==> src/design/pkgt_ram.sv <==
// generic single-write, single-read synchronous ram with registered read data
// no dependencies

module pkgt_ram #(
    parameter int WIDTH = 8,
    parameter int DEPTH = 16
) (
    input  logic                     i_clk,
    input  logic                     i_we,
    input  logic [$clog2(DEPTH)-1:0] i_waddr,
    input  logic [WIDTH-1:0]         i_wdata,
    input  logic [$clog2(DEPTH)-1:0] i_raddr,
    output logic [WIDTH-1:0]         o_rdata
);

    logic [WIDTH-1:0] r_mem [DEPTH];
    logic [WIDTH-1:0] r_rdata;

    always_ff @(posedge i_clk) begin
        if (i_we) begin
            r_mem[i_waddr] <= i_wdata;
        end
        r_rdata <= r_mem[i_raddr];
    end

    assign o_rdata = r_rdata;

endmodule

==> config.mk <==
export PLATFORM = sky130hd
export DESIGN_NAME = pkgt_ram
export DESIGN_NICKNAME = d
export VERILOG_FILES = /design/src/design/pkgt_ram.sv
export SDC_FILE = /design/constraint.sdc
export NUM_CORES = 1
export LEC_CHECK = 0
export ABC_CLOCK_PERIOD_IN_PS = 2320
export BUFFER_PORTS_ARGS = -buffer_cell sky130_fd_sc_hd__buf_2
export CAP_MARGIN = 20
export CORE_MARGIN = 5
export CORE_UTILIZATION = 50
export DETAILED_ROUTE_END_ITERATION = 6
export PLACE_DENSITY = 0.65
export SYNTH_ARGS = -nofsm -noshare
export SYNTH_HDL_FRONTEND = slang
export SYNTH_SLANG_ARGS = --single-unit
==> constraint.sdc <==
create_clock -name i_clk -period 2.32 [get_ports i_clk]
set_clock_uncertainty 0.2 [all_clocks]
set_input_delay 0.232 -clock i_clk [delete_from_list [all_inputs] [get_ports i_clk]]
set_output_delay 0.232 -clock i_clk [all_outputs]
set_load 0.1 [all_outputs]
==> impl_metrics.toml, run 1 <==
[routing]
top_layer_used = "met4"
drc = 0
drt-pass1-iter-count = 4
post_drt_wl_per_cell_um = 22.5
routed-wl-met2_um = 4850
totalWireLength_um = 9970
ant_nets = 0
wl_met3_um = 653
via_per_inst = 5.58
wirelength_met1_um = 4340
vias = 2474
drt_iter0_markers = 185

[global_routing]
grt_max_degree = 22
grt_overflow = 0
grt_pass1_wl_um = 15800
antenna_found_initial = 0
grt_pass1_vias = 2659
grt.total_usage = 0.176

[floorplan]
fp.dieW_um = 111
io_pins = 26
fp.dieH_um = 111
core_mm2 = 0.0102
fp-row-count = 37
start_util = 0.505
die_area_mm2 = 0.0124

[sta]
hold_violations = 0
period_needed_ns = 1.76
period_share = 0.757
fmaxAchievable_mhz = 569
timing_worst_slew_pin_value_ns = 0.500
max_slew_margin = 0.669
finalSetupTns_ns = 0
setup_viol = 0
setup_ws_ns = 0.563
grt_setup_unrepaired = "no"
slew_violations = 0

[setup_path]
worst_r2r_path_depth = 3
critPathMaxFanout = 1
reg2reg_from = "r_mem[10][7]"
crit_type = "reg2out"
crit_path_end_kind = "output pin"
critPathBufInv = 1
cp_data_arrival_time_ns = 1.32
r2r_end = "o_rdata[7]"
r2r_slack_ns = 0.79
cp_data_required_time_ns = 1.89
cp_slowest_cell = "buf_2"
cpPeakStageDelay_ns = 0.45
start_kind = "register"
crit_chain = "buf_2"
crit_end = "o_rdata[7]"
startpoint = "o_rdata[7]"
cp_top_family = "buffers and inverters"
crit_cells = 1

[run_status]
outcome = "complete, no violations"

[layout]
drive_gt1_frac = 0.316
utilization = 0.611
num_antenna_cells = 0
area_delta_synth_final_pct = 20.9
nets = 312
nFillCells = 736
layout_commonest_cell = "edfxtp_1"
layout_common_cells = "edfxtp_1, buf_2, buf_4, mux4_2"

[yosys]
synth_top_area_share = 0.747
synth_ff_type = "edfxtp_1"
syn_area_mm2 = 0.00515
yosysWarnings = 0
syn_inst = 229
ys_ff_latch = 136
synth_edf_count = 128
syn-num-nets = 247
synth_area_per_cell_um2 = 22.5
yosysTopAreaCell = "edfxtp_1"
synthTopCellsByArea = "edfxtp_1, mux4_2, mux4_1, dfxtp_1, a22oi_1"
ys_types = 19
ys_seq_area_frac = 0.778
async_flop_share = 0

[place]
globalplace.congestion = 0.708
hpwl_um = 6560
io_buffers = 25
pre_cts_ws_ns = 0.353

[clock_network]
clock-root-buffer = "clkbuf_8"
cts_resized = 0
cts_tree = "built"
clk_pin_slew_worst_paths_ns = 0.06
ctsHtreeMaxLevel = 4
post_cts_buffers = 0
cts_buffers = 17
clock-sinks = 136
clock_path_buffers = 2
cts_hold_buf = 8
worstSkewPairLatency_ns = 0.51

[worst_hold_path]
hp-class = "in2reg"
min_from = "i_raddr[2]"

[flow_run]
timing.max_cap.violations = 0

[pwr]
ir_drop_v = 0.000427
power_leakage_uw = 0.00213
p_per_area_mw_per_mm2 = 907
[kinds of logic (layout without fill, tap and decap cells)]
| kind of cell | Yosys count | count (layout) | share of synthesized area |
|---|---|---|---|
| buf+inv | 10 | 88 | 0.0168 |
| mux | 32 | 32 | 0.150 |
| compound gates | 16 | 16 | 0.0233 |
| simple gates | 35 | 35 | 0.0318 |
| flops | 136 | 136 | 0.778 |
[Yosys cell counts, types with 2 or more instances]
cell             count
a22oi_1             16
buf_2                3
buf_6                3
clkdlybuf4s25_2      3
dfxtp_1              8
edfxtp_1           128
mux4_1              14
mux4_2              18
nand2_1              9
nand2b_1             2
nand3b_1             2
nor2_1              13
nor3_1               4
[worst min-delay path, delay by kind of cell]
family                 cells  cell delay [ns]
AO/OA/AOI/OAI              1             0.17
AND/OR/NAND/NOR            2             0.16
buffers and inverters      1             0.10
[per-layer routing]
layer | track usage | vias up
met3 | 0.0457 | 11
met2 | 0.275 | 77
met5 | 0 | -
met1 | 0.244 | 1282
li1 | - | 1104
met4 | 0.0584 | 0
[sequential cells by signal (all words and copies together) (netlist names)]
register / cells
r_mem: 128
o_rdata: 8
[worst min-delay path by stage]
stage | end | depth (start not counted)
floorplan | r_mem[0][0] | 0
global placement | r_mem[10][4] | 1
detailed placement | r_mem[3][3] | 1
CTS | o_rdata[3] | 4
global route | o_rdata[1] | 4
finish | o_rdata[3] | 4
[power breakdown]
part | leakage (uW) | internal (uW) | switching [uW]
registers | 0.00122 | 2750 | 15.5
clock network | 0.000263 | 1540 | 948
logic | 0.000643 | 127 | 263
[stage by stage]
step | total power [uW] | cell area, um2 | std cells | hold WS [ns]
floorplan | 3070 | 5150 | 229 | 0.131
global placement | 3190 | 5580 | 403 | 0.415
detailed placement | 3200 | 5580 | 403 | 0.420
CTS | 5680 | 6220 | 443 | 0.00370
global route | 5830 | 6220 | 443 | 0.0337
finish | 5640 | 6220 | 443 | 0.0171
[final cells by class]
cell class	count	area, um2	share of cell area
Multi-Input combinational cell	83	1060	0.170
Timing Repair Buffer	56	428	0.0688
Sequential cell	136	4000	0.644
Tap cell	136	170	0.0274
Clock buffer	19	432	0.0694
Clock inverter	13	130	0.0209
Note: power is estimated with default switching activity, not from simulation.
==> run 2: changes to the inputs <==
--- a/config.mk
+++ b/config.mk
@@ -5,13 +5,14 @@
 export SDC_FILE = /design/constraint.sdc
 export NUM_CORES = 1
 export LEC_CHECK = 0
-export ABC_CLOCK_PERIOD_IN_PS = 2320
+export ABC_AREA = 1
+export ABC_CLOCK_PERIOD_IN_PS = 1600
 export BUFFER_PORTS_ARGS = -buffer_cell sky130_fd_sc_hd__buf_2
 export CAP_MARGIN = 20
 export CORE_MARGIN = 5
 export CORE_UTILIZATION = 50
 export DETAILED_ROUTE_END_ITERATION = 6
-export PLACE_DENSITY = 0.65
+export PLACE_DENSITY = 0.68
 export SYNTH_ARGS = -nofsm -noshare
 export SYNTH_HDL_FRONTEND = slang
 export SYNTH_SLANG_ARGS = --single-unit
==> constraint.sdc (replaced) <==
create_clock -name i_clk -period 1.6 [get_ports i_clk]
set_clock_uncertainty 0.2 [all_clocks]
set_input_delay 0.16 -clock i_clk [delete_from_list [all_inputs] [get_ports i_clk]]
set_output_delay 0.16 -clock i_clk [all_outputs]
set_load 0.1 [all_outputs]
==> run 2 against run 1 <==
Net effect: first-iteration DRC count rose by 87%; highest routed layer unchanged; worst setup slack got worse by 0.53 ns; cell count rose by 73%; sequential power rose by 45%.
==> impl_metrics.toml, run 2 <==
[run_status]
outcome = "complete, no violations"

[yosys]
yosysTopAreaCell = "edfxtp_1"
synth_edf_count = 128
synth_top_area_share = 0.667
synth_area_per_cell_um2 = 10.5
synth_common_cells = "nand2_1, edfxtp_1, inv_1"
yosysWarnings = 0
synth_ff_type = "edfxtp_1"
yosysMostFrequentCell = "nand2_1"
syn-num-nets = 569
syn_area_mm2 = 0.00577
syn_inst = 551
ys_ff_latch = 136
async_flop_share = 0
ys_types = 12
ys_seq_area_frac = 0.694
synthTopCellsByArea = "edfxtp_1, nand2_1, nand3_1, inv_1, dfxtp_1"

[layout]
layout_common_cells = "nand2_1, edfxtp_1, inv_1, nand3_1, buf_4"
final_area_mm2 = 0.00683
utilization = 0.600
drive_gt1_frac = 0.132
nFillCells = 922
largest_reg_flops = 128
nets = 627
area_delta_synth_final_pct = 18.4
regMostFlops = "r_mem"
num_antenna_cells = 0
layout_commonest_cell = "nand2_1"

[flow_run]
timing.max_cap.violations = 0

[global_routing]
grt.total_usage = 0.196
grt_pass1_wl_um = 20500
antenna_found_initial = 0
grt_max_degree = 39
grt_overflow = 0
grt_pass1_vias = 3841

[clock_network]
clock-sinks = 136
clk_pin_slew_worst_paths_ns = 0.06
clock-root-buffer = "clkbuf_16"
ctsHtreeMaxLevel = 4
cts_buffers = 17
cts_tree = "built"
clock_path_buffers = 2
worstSkewPairLatency_ns = 0.42

[place]
dpl_cell_area_mm2 = 0.00618
io_buffers = 25
hpwl_um = 8220
globalplace.congestion = 0.866

[sta]
max_slew_margin = 0.669
fmaxAchievable_mhz = 638
setup_viol = 0
slew_violations = 0
period_share = 0.979
timing_worst_slew_pin_value_ns = 0.500
hold_violations = 0
grt_setup_unrepaired = "no"
finalSetupTns_ns = 0
period_needed_ns = 1.57

[worst_hold_path]
hp-class = "in2reg"

[floorplan]
die_area_mm2 = 0.0138
fp.dieH_um = 117
fp-row-count = 39
fp.dieW_um = 117
io_pins = 26
core_mm2 = 0.0114
start_util = 0.507

[pwr]
power_leakage_uw = 0.00300
p_per_area_mw_per_mm2 = 1220
p_total_uw = 8310
ir_drop_v = 0.000760

[setup_path]
worst_r2r_path_depth = 6
r2r_end = "o_rdata[7]"
reg2reg_from = "r_mem[12][7]"
critPathMaxFanout = 1
cp_data_required_time_ns = 1.24
cp_slowest_cell = "buf_2"
r2r_slack_ns = 0.38
startpoint = "o_rdata[7]"
crit_chain = "buf_2"
crit_path_end_kind = "output pin"
cp_data_arrival_time_ns = 1.21
crit_type = "reg2out"
cp_top_family = "buffers and inverters"
crit_end = "o_rdata[7]"
cpPeakStageDelay_ns = 0.44
crit_cells = 1
start_kind = "register"
critPathBufInv = 1

[routing]
post_drt_wl_per_cell_um = 16.9
drt-pass1-iter-count = 5
drc = 0
totalWireLength_um = 12900
drt_iter0_markers = 346
via_per_inst = 5.12
vias = 3917
ant_nets = 0
## run 2: cell count changes in the layout (fill, tap and decap cells not counted), moves of 4 or more
cell,change
a22oi_1,-16
buf_4,+7
clkinvlp_4,-4
inv_1,+100
mux4_1,-14
mux4_2,-18
nand2_1,+164
nand3_1,+96
nor2_1,+4
nor3_1,-4
## run 2: how the worst min path moves through the flow
stage | start | endpoint | slack [ns] | cells past startpoint
6_report | i_raddr[1] | o_rdata[5] | 0.06 | 6
5_1_grt | i_raddr[1] | o_rdata[5] | 0.07 | 6
3_3_place_gp | i_raddr[3] | o_rdata[3] | 0.34 | 3
4_1_cts | i_raddr[1] | o_rdata[5] | 0.05 | 6
3_5_place_dp | i_raddr[3] | o_rdata[5] | 0.34 | 3
2_1_floorplan | i_wdata[0] | r_mem[0][0] | 0.06 | 0
## run 2: final cells by class
cell class                 instances  area, um2  area share
clock buffer                      20        437      0.0640
clock inverter                    12        109      0.0159
inverter                         102        383      0.0561
multi-input combinational        289       1210       0.178
sequential                       136       4000       0.587
tap                              143        179      0.0262
timing repair buffer              63        500      0.0733
## run 2: layer usage
metal / track usage / part of all wire / wire [um] / up-vias
met5: 0 / 0 / 0 / -
met1: 0.247 / 0.42 / 5390 / 1867
met3: 0.0534 / 0.062 / 808 / 30
met2: 0.315 / 0.50 / 6460 / 132
li1: - / - / - / 1888
met4: 0.0921 / 0.022 / 285 / 0
## run 2: power breakdown
group          switching [uW]  internal (uW)  total [uW]
clock                    1360           2250        3610
sequential               27.9           3980        4010
combinational             509            182         691
total                    1890           6420        8310
## run 2: cell families after synthesis
logic type	Yosys count	synth area share
buffers and inverters	126	0.0952
AND/OR/NAND/NOR	289	0.210
flip-flops	136	0.694
## run 2: tightest hold or removal path, cell delays in order
cell     delay (ns)
buf_2          0.10
inv_2          0.10
nand2_1        0.09
nand3_1        0.06
nand3_1        0.07
nand2_1        0.04
## run 2: through the flow
step / hold slack (ns) / worst slack, ns / instances
after floorplan: 0.0589 / 0.289 / 551
after global placement: 0.337 / 0.191 / 724
after detailed placement: 0.342 / 0.175 / 724
after CTS: 0.0461 / 0.0146 / 765
after global routing: 0.0731 / 0.0139 / 765
final: 0.0627 / 0.0332 / 765
## run 2: repair_timing
| action | in CTS | in global routing |
|---|---|---|
| gates resized for setup | 2 | 0 |
| buffers inserted | 0 | 0 |
| hold buffers | 9 | 0 |
| setup endpoints to repair | 2 | 0 |
| endpoints found under the hold margin | 136 | 0 |
==> run 3: changes to the inputs <==
--- a/config.mk
+++ b/config.mk
@@ -5,7 +5,6 @@
 export SDC_FILE = /design/constraint.sdc
 export NUM_CORES = 1
 export LEC_CHECK = 0
-export ABC_AREA = 1
 export ABC_CLOCK_PERIOD_IN_PS = 1600
 export BUFFER_PORTS_ARGS = -buffer_cell sky130_fd_sc_hd__buf_2
 export CAP_MARGIN = 20
==> run 3 against run 2 <==
Net effect: cell count decreased by 40%; combinational power decreased by 14%; highest routed layer unchanged; via count shrank 35%; first-iteration DRC count decreased by 49%; worst setup slack improved by 0.030 ns; critical endpoint is now o_rdata[4]; sequential power is essentially flat.
==> impl_metrics.toml, run 3 (synthesis results as in run 1) <==
[clock_network]
clk_pin_slew_worst_paths_ns = 0.06
cts_tree = "built"
worstSkewPairLatency_ns = 0.52
clock-sinks = 136
ctsHtreeMaxLevel = 4
cts_buffers = 17
clock_path_buffers = 2
post_cts_buffers = 0
clock-root-buffer = "clkbuf_8"

[place]
pre_cts_ws_ns = -0.187
hpwl_um = 6580
globalplace.congestion = 0.728
dpl_cell_area_mm2 = 0.00565
io_buffers = 25

[floorplan]
fp.dieW_um = 111
die_area_mm2 = 0.0124
core_mm2 = 0.0102
fp.dieH_um = 111
io_pins = 26
start_util = 0.505
fp-row-count = 37

[global_routing]
grt.total_usage = 0.175
grt_max_degree = 17
grt_pass1_wl_um = 15700
antenna_found_initial = 0
grt_overflow = 0
grt_pass1_vias = 2708

[sta]
timing_worst_slew_pin_value_ns = 0.847
hold_violations = 0
fmaxAchievable_mhz = 651
period_needed_ns = 1.54
setup_ws_ns = 0.0634
setup_viol = 0
max_slew_margin = 0.433
slew_violations = 0
grt_setup_unrepaired = "no"
period_share = 0.960

[routing]
drt_iter0_markers = 178
vias = 2556
totalWireLength_um = 10000
drt-pass1-iter-count = 4
post_drt_wl_per_cell_um = 21.8
drc = 0
via_per_inst = 5.56
ant_nets = 0

[layout]
regMostFlops = "r_mem"
num_antenna_cells = 0
nets = 329
drive_gt1_frac = 0.336
layout_common_cells = "edfxtp_1, buf_4, mux4_2, buf_2"
largest_reg_flops = 128
layout_commonest_cell = "edfxtp_1"
area_delta_synth_final_pct = 25.2
final_area_mm2 = 0.00645

[setup_path]
critPathMaxFanout = 1
start_kind = "register"
cp_data_required_time_ns = 1.24
reg2reg_from = "r_mem[1][3]"
r2r_slack_ns = 0.07
crit_type = "reg2out"
r2r_end = "o_rdata[3]"
crit_path_end_kind = "output pin"
crit_chain = "buf_4"
cp_slowest_cell = "dfxtp_1"
worst_r2r_path_depth = 3
cp_data_arrival_time_ns = 1.18
cpPeakStageDelay_ns = 0.35
critPathBufInv = 1
cp_top_family = "flip-flops"

[run_status]
outcome = "complete, no violations"

[pwr]
p_int_uw = 7030
p_seq_frac = 0.454
p_sw_frac = 0.204
p_sw_uw = 1800
p_total_uw = 8830
power_leakage_uw = 0.00225
p_per_area_mw_per_mm2 = 1370
pwr-share-comb = 0.068
clkPwrFrac = 0.478
ir_drop_v = 0.000923

[worst_hold_path]
hold_depth = 4
hp-class = "in2reg"
min_to = "o_rdata[0]"
min_from = "i_raddr[2]"

[flow_run]
timing.max_cap.violations = 0
==> run 3: cell count changes in the layout (fill, tap and decap cells not counted), moves of 6 or more <==
cell     change
mux4_2      +18
buf_4       +15
buf_2        -6
nand3_1     -96
nand2_1    -164
mux4_1      +14
a22oi_1     +16
inv_1      -100
==> run 3: power by group through the flow <==
stage | sequential, uW | combinational, uW | clock (uW)
floorplan | 4250 | 202 | 0
global placement | 4080 | 556 | 0
detailed placement | 4080 | 563 | 0
CTS | 4010 | 604 | 4280
global route | 4020 | 634 | 4440
finish | 4010 | 596 | 4220
==> run 3: worst max path at each step <==
stage	startpoint	end	slack (ns)	depth (start not counted)
floorplan	i_waddr[2]	r_mem[3][0]	-0.03	2
global placement	i_raddr[0]	o_rdata[3]	-0.17	5
detailed placement	i_raddr[0]	o_rdata[3]	-0.19	5
CTS	o_rdata[2]	o_rdata[2]	0.04	1
global route	r_mem[5][0]	o_rdata[0]	0.01	3
finish	o_rdata[4]	o_rdata[4]	0.06	1
==> run 3: area by class of cell <==
class | count | area (um2)
Multi-Input combinational cell | 83 | 1060
Clock buffer | 18 | 418
Timing Repair Buffer | 73 | 563
Fill cell | 715 | 3740
Tap cell | 136 | 170
Sequential cell | 136 | 4000
Clock inverter | 14 | 229
==> run 3: metrics by stage <==
step,hold slack [ns],utilization,instances,TNS [ns]
after detailed placement,0.352,0.555,415,-2.49
after CTS,0.0201,0.633,460,0
after floorplan,0.0589,-,229,-0.703
after global routing,0.0685,0.633,460,0
after global placement,0.340,0.555,415,-2.17
final,0.0290,0.633,460,0
==> run 3: metal layers <==
| metal | routed length [um] | GRT usage | vias up |
|---|---|---|---|
| met1 | 4300 | 0.235 | 1320 |
| met5 | 0 | 0 | - |
| met2 | 4990 | 0.275 | 84 |
| met3 | 564 | 0.0495 | 13 |
| met4 | 165 | 0.0633 | 0 |
| li1 | - | - | 1139 |
==> run 3: timing repair <==
item,CTS,global route
hold buffers,13,0
setup endpoints to repair,8,0
endpoints found under the hold margin,145,0
gates resized for setup,8,0
